## config.mk

```make
export PLATFORM = sky130hd
export DESIGN_NAME = epc_ctrl
export DESIGN_NICKNAME = d
export VERILOG_FILES = /design/src/design/epc_pkg.sv /design/src/design/epc_ctrl.sv
export SDC_FILE = /design/constraint.sdc
export NUM_CORES = 1
export LEC_CHECK = 0
export BUFFER_PORTS_ARGS = -buffer_cell sky130_fd_sc_hd__buf_2
export CORE_AREA = 2 2 39 41
export DETAILED_ROUTE_END_ITERATION = 7
export DIE_AREA = 0 0 41 43
export GPL_ROUTABILITY_DRIVEN = 0
export SLEW_MARGIN = 40
export SYNTH_ARGS = -nofsm -noshare
export SYNTH_HDL_FRONTEND = slang
export SYNTH_SLANG_ARGS = --single-unit
```

## constraint.sdc

```tcl
create_clock -name clk -period 2.3 [get_ports clk]
set_input_delay 0.46 -clock clk [delete_from_list [all_inputs] [get_ports clk]]
set_output_delay 0.46 -clock clk [all_outputs]
set_load 0.005 [all_outputs]
```

## src/design/epc_pkg.sv

```systemverilog
`timescale 1ns / 1ps

package epc_pkg;

  // Default number of entries in the open-id store.
  localparam int MAX_OPEN_IDS_DEF = 256;

  // One input item: a way given by its two endpoint ids.
  typedef struct packed {
    logic [31:0] first_node;
    logic [31:0] final_node;
    logic        short_way;
    logic        last_way;
  } in_item_t;

  // One result item: the report of a finished set of ways.
  typedef struct packed {
    logic        odd_found;
    logic [31:0] odd_node;
    logic        table_overflow;
  } out_item_t;

  // One entry of the open-id store.
  typedef struct packed {
    logic        valid;
    logic [31:0] id;
  } slot_t;

  // Controller states.
  typedef enum logic [1:0] {
    ST_IDLE,
    ST_TOGGLE,
    ST_REPORT
  } ctl_state_t;

  // Commands from the controller to the datapath.
  typedef struct packed {
    logic accept;
    logic scan_start;
    logic key_final;
    logic scan_step;
    logic wr_clear;
    logic insert;
    logic report;
  } ctl_cmd_t;

  // Status from the datapath to the controller.
  typedef struct packed {
    logic in_short;
    logic in_last;
    logic item_last;
    logic on_final;
    logic hit;
    logic scan_end;
    logic out_free;
  } ctl_sts_t;

endpackage

```

## src/design/epc_ctrl.sv

```systemverilog
`timescale 1ns / 1ps

module epc_ctrl import epc_pkg::*; (
  input  logic     clk,
  input  logic     rst,
  input  logic     in_valid,
  output logic     in_stall,
  input  ctl_sts_t sts,
  output ctl_cmd_t cmd
);

  ctl_state_t state;
  ctl_state_t state_next;

  // State register.
  always_ff @(posedge clk) begin
    if (rst) begin
      state <= ST_IDLE;
    end else begin
      state <= state_next;
    end
  end

  // Next state and commands.
  always_comb begin
    state_next = state;
    cmd        = '0;
    in_stall   = 1'b1;
    case (state)
      ST_IDLE: begin
        in_stall = 1'b0;
        if (in_valid) begin
          cmd.accept     = 1'b1;
          cmd.scan_start = 1'b1;
          if (!sts.in_short) begin
            state_next = ST_TOGGLE;
          end else if (sts.in_last) begin
            state_next = ST_REPORT;
          end
        end
      end
      ST_TOGGLE: begin
        if (sts.hit || sts.scan_end) begin
          // The scan of one endpoint is decided: remove on a match, else add.
          cmd.wr_clear = sts.hit;
          cmd.insert   = !sts.hit;
          if (!sts.on_final) begin
            cmd.scan_start = 1'b1;
            cmd.key_final  = 1'b1;
          end else if (sts.item_last) begin
            cmd.scan_start = 1'b1;
            state_next     = ST_REPORT;
          end else begin
            state_next = ST_IDLE;
          end
        end else begin
          cmd.scan_step = 1'b1;
        end
      end
      ST_REPORT: begin
        if (sts.scan_end) begin
          if (sts.out_free) begin
            cmd.report = 1'b1;
            state_next = ST_IDLE;
          end
        end else begin
          cmd.scan_step = 1'b1;
        end
      end
      default: begin
        state_next = ST_IDLE;
      end
    endcase
  end

  // A report is only issued after a completed scan.
  assert property (@(posedge clk) disable iff (rst)
    cmd.report |-> sts.scan_end && sts.out_free)
    else $error("report issued before the scan finished");

  // Items are taken only in the idle state.
  assert property (@(posedge clk) disable iff (rst)
    (in_valid && !in_stall) |=> (state == ST_IDLE) || $past(cmd.scan_start))
    else $error("item accepted without starting its work");

  // A match and an insertion never happen together.
  assert property (@(posedge clk) disable iff (rst)
    !(cmd.wr_clear && cmd.insert))
    else $error("clear and insert in the same cycle");

endmodule

```

* Word level (Yosys, flattened, before mapping)
Cells that the tools add are included.
Word-level totals: input bits 10, output and inout port bits 8, register bits 2, word-level logic and storage cells 39
Cells by class: reductions and logical operators 4, equal/unequal tests 8, muxes and demuxes 26
Operators with widths (number):
- $mux 2 | 12
- $mux 1 | 11
- $ne 2x2->1 const B | 5
- $pmux 2 s3 | 1
- $reduce_and 6->1 | 1
- $pmux 1 s2 | 2
- $ne 3x3->1 const B | 1
- $eq 2x1->1 const B | 1
- $eq 2x2->1 const B | 1
- $logic_not 2->1 | 1
- $logic_not 1->1 | 1
- $logic_or 1x1->1 | 1

* Logic depth before layout (Yosys ltp)
word-level depth 4, mapped depth 5, depth with buffers taken out 5

* Worst setup path before layout
No wires, ideal clock.
kind reg-to-output, start point register state[1], end point output port cmd[3] in the netlist's numbering, stages on the path, launching flop included 5, data required time 1.840 ns, path slack 0.870 ns, buffers on the path 0, arrival 0.970 ns, path through dfxtp_1 -> inv_1 -> ha_1 -> a21oi_2 -> nor3b_1
RTL lines:
- from (decl) | RTL line epc_ctrl.sv:12 | ctl_state_t state;
- from (signal assigned) | RTL line epc_ctrl.sv:20 | state <= state_next;
- to (decl) | RTL line epc_ctrl.sv:9 | output ctl_cmd_t cmd

==> summary.md <==
| Metric | Value |
|---|---|
| PnR worst setup slack | `0.4308 ns` |
| Fraction of synthesized cell area taken by the top area cell type | `21.10%` |
| Area fraction in compound gates after synthesis | `24.89%` |
| Total wire length after detailed routing | `684 um` |
| Initial Util | `21.43%` |
| GR met1 Demand/Resource | `8.917%` |
| Xor-xnor portion of the synthesized cell area | `0%` |
| Pins Over Slew Limit | `0` |
| Die height | `43 um` |
| CP startpoint kind | `flop` |
| Standard-cell rows | `14` |
| Cell with the largest stage delay on the worst path | `sky130_fd_sc_hd__ha_1` |
| GRT Residual Overflow | `0` |
| Peak supply drop | `0.4863 mV` |
| Via count | `313` |
| Flip-flop count of the largest register after layout | `2` |
| TritonCTS clock tree | `done` |
| Post-detailed-placement cell area | `401.6 um^2` |
| Main flop type after synthesis | `sky130_fd_sc_hd__dfxtp_1` |
| Post-synthesis share of cell area spent on and, or, nand and nor gates | `21.94%` |
| Post-detailed-route count of antenna-violating nets | `0` |
| Filler cell count | `167` |
| Worst rel slew slack | `84.42%` |
| GR met3 Demand/Resource | `2.618%` |
| Max Clock Freq | `535.0 MHz` |
| Number of synthesized register bits | `2` |
| Biggest fanout along the worst timing path | `6` |
| Critical path buffers and inverters | `2` |
| Total count of hold-check failures in the final report | `0` |
| Number of remaining DRC errors | `0` |
| Total global-route track usage | `8.609%` |
| Count of input and output buffers | `17` |
| Combinational family with the most area after synthesis | `compound AO/OA/AOI/OAI gates` |
| I/O pin count | `18` |
| Setup repair after global routing missed its margin | `false` |
| Type of the worst min-delay path | `flop to flop` |
| Wire length of the first global-routing pass | `1076 um` |
| Setup TNS Final | `0 ns` |
| Portion of the post-synthesis area used by sequential elements | `13.50%` |
| Initial antenna violation count | `0` |
| Time the final worst path needs with I/O delays and setup | `1.869 ns` |
| Via count of the first global-routing pass | `298` |
| Post-synth EDFFs | `0` |
| Number of buffers created by CTS | `3` |
| H-tree lvl count | `1` |
| Kind of critical path | `flop to output pin` |
| Die area | `1763 um^2` |
| First-pass detailed-route iteration total | `3` |
| Root buf cell | `sky130_fd_sc_hd__clkbuf_4` |
| Top Registers | `state: 2 flops` |
| Ant diodes | `0` |
| Cell-by-cell trace of the critical path | `inv_1, ha_1, a21oi_2, nor3b_1, buf_2` |
| Adder-cell area share of the yosys netlist | `21.10%` |
| Global routing's busiest layer | `met2` |
| Leakage power of the design | `0.2519 nW` |
| Max Clock Skew | `0.002680 ns` |
| Count of cell types in the netlist | `23` |
| CTS resizes | `0` |
| Area of the core | `1384 um^2` |
| Yosys synthesis warning count | `0` |
| Number of clock sinks | `2` |
| Maximum cell stage delay along the critical path | `0.31 ns` |
| Total of endpoints with negative setup slack in the final report | `0` |
| Die X-Extent | `41 um` |
| Max cap viols | `0` |
| Netlist area before placement | `296.5 um^2` |
| DRT iter0 DRCs | `1` |
| Multiplexer area fraction after synthesis | `8.439%` |
| Clock insertion delay at the later pin of the skew report | `0.22 ns` |
| Kind of cell with the highest combined delay on the critical path | `adder cells` |
| Areal power density over the cells | `1036 nW/um^2` |
| Hold-fix buffers at CTS | `0` |
| Dominant cells by area after synthesis | `sky130_fd_sc_hd__ha_1 (21%), sky130_fd_sc_hd__dfxtp_1 (14%), sky130_fd_sc_hd__inv_1 (8.9%), sky130_fd_sc_hd__mux2_4 (5.1%), sky130_fd_sc_hd__a22oi_2 (4.2%)` |
| Share of flip-flops with an asynchronous set or reset after synthesis | `0%` |
| Critical Path Sink Type | `output pin` |
| Critical path arrival | `1.41 ns` |
| Fraction of final layout cells with drive strength greater than 1 | `49.12%` |
| Cell area after layout | `424.2 um^2` |
| Outcome | `complete, no violations` |
| Instance count of the mapped netlist | `37` |
| Routed length per instance | `9.370 um` |
| Post-placement setup slack | `0.6520 ns` |
| Post-synth top area cell | `sky130_fd_sc_hd__ha_1` |
| Maximum number of pins on one net before global-route repair | `7` |
| Post-CTS setup-driven buffer insertion count | `0` |
| Area growth syn-to-layout | `43.04%` |
| Global-route met2 utilization | `14.69%` |
| Largest register by flop count | `state` |
| Final period util | `81.27%` |
| Maximum root-to-sink buffer count | `2` |
| Syn avg cell area | `8.014 um^2` |
| Tightest Pin Transition | `0.2338 ns` |
| Clock transition at path regs | `0.03 ns` |
| Synthesized net count | `52` |
| Detail Placement HPWL | `605.4 um` |
| Number of vias per cell after detailed routing | `4.288` |
| CP Data Required Time | `1.84 ns` |
| Nets@finish | `74` |
## tightest hold or removal path: stages, from the launching register on
cell and delay (ns):
sky130_fd_sc_hd__dfxtp_1 0.33, sky130_fd_sc_hd__nand2b_1 0.07, sky130_fd_sc_hd__mux2i_1 0.06
## path summary, 6_finish.rpt
path / from / slack (ns) / cells after the start / end
setup / recovery: state[1] / 0.43 / 5 / cmd[3]
hold / removal: state[0] / 0.51 / 2 / state[0]
hold reg to reg: state[0] / 0.51 / 2 / state[0]
setup reg to reg: state[1] / 0.82 / 5 / state[1]
## layout by cell type, fill, tap and decap left out, drive strengths merged
master | synthesis | routed
buf | 0 | 17
inv | 8 | 8
ha | 5 | 5
nor2 | 3 | 3
clkbuf | 0 | 3
nand2 | 2 | 2
dfxtp | 2 | 2
and3 | 2 | 2
a21oi | 2 | 2
a22oi | 2 | 2
nor3b | 1 | 1
o221ai | 1 | 1
o211a | 1 | 1
and2 | 1 | 1
nor3 | 1 | 1
nor2b | 1 | 1
o21ai | 1 | 1
o211ai | 1 | 1
mux2 | 1 | 1
nand2b | 1 | 1
mux2i | 1 | 1
## where the power goes
group          switching, W  internal [W]
registers         0.0000116     0.0000505
clock network     0.0000186     0.0000575
logic              0.000154      0.000147
## metrics by stage
step	std cells	total power [W]	hold slack, ns	util, %
finish	73	0.0004396	0.5139	30.65
global route	73	0.0004865	0.5458	30.65
CTS	73	0.0004527	0.5190	30.65
detailed placement	70	0.0003693	0.5151	29.02
global placement	70	0.0003658	0.5121	29.02
floorplan	37	0.0002759	0.4851	-
## cell usage after synthesis (2+ instances only)
library cell / count
sky130_fd_sc_hd__inv_1: 7
sky130_fd_sc_hd__dfxtp_1: 2
sky130_fd_sc_hd__ha_1: 5
sky130_fd_sc_hd__nand2_1: 2
sky130_fd_sc_hd__nor2_1: 3
## kinds of logic after synthesis
group	count (synthesis)
flip-flops	2
buffers and inverters	8
multiplexers	2
AND/OR/NAND/NOR	12
AO/OA/AOI/OAI	8
adder cells (fa/ha/maj)	5
## layer usage
metal	wire length, um	up-vias
met4	0	0
met1	267	139
li1	-	165
met5	0	-
met3	65	0
met2	351	9
## area by class of cell
cell class,instances,area [um^2],share of cell area (%)
flip-flops and latches,2,40.04,9.440
well taps,16,20.02,4.720
multi-input cells,27,226.5,53.39
inverters,8,30.03,7.080
repair buffers,17,85.08,20.06
clock buffers,3,22.52,5.310
No activity file was read; power rests on OpenSTA's default activity.
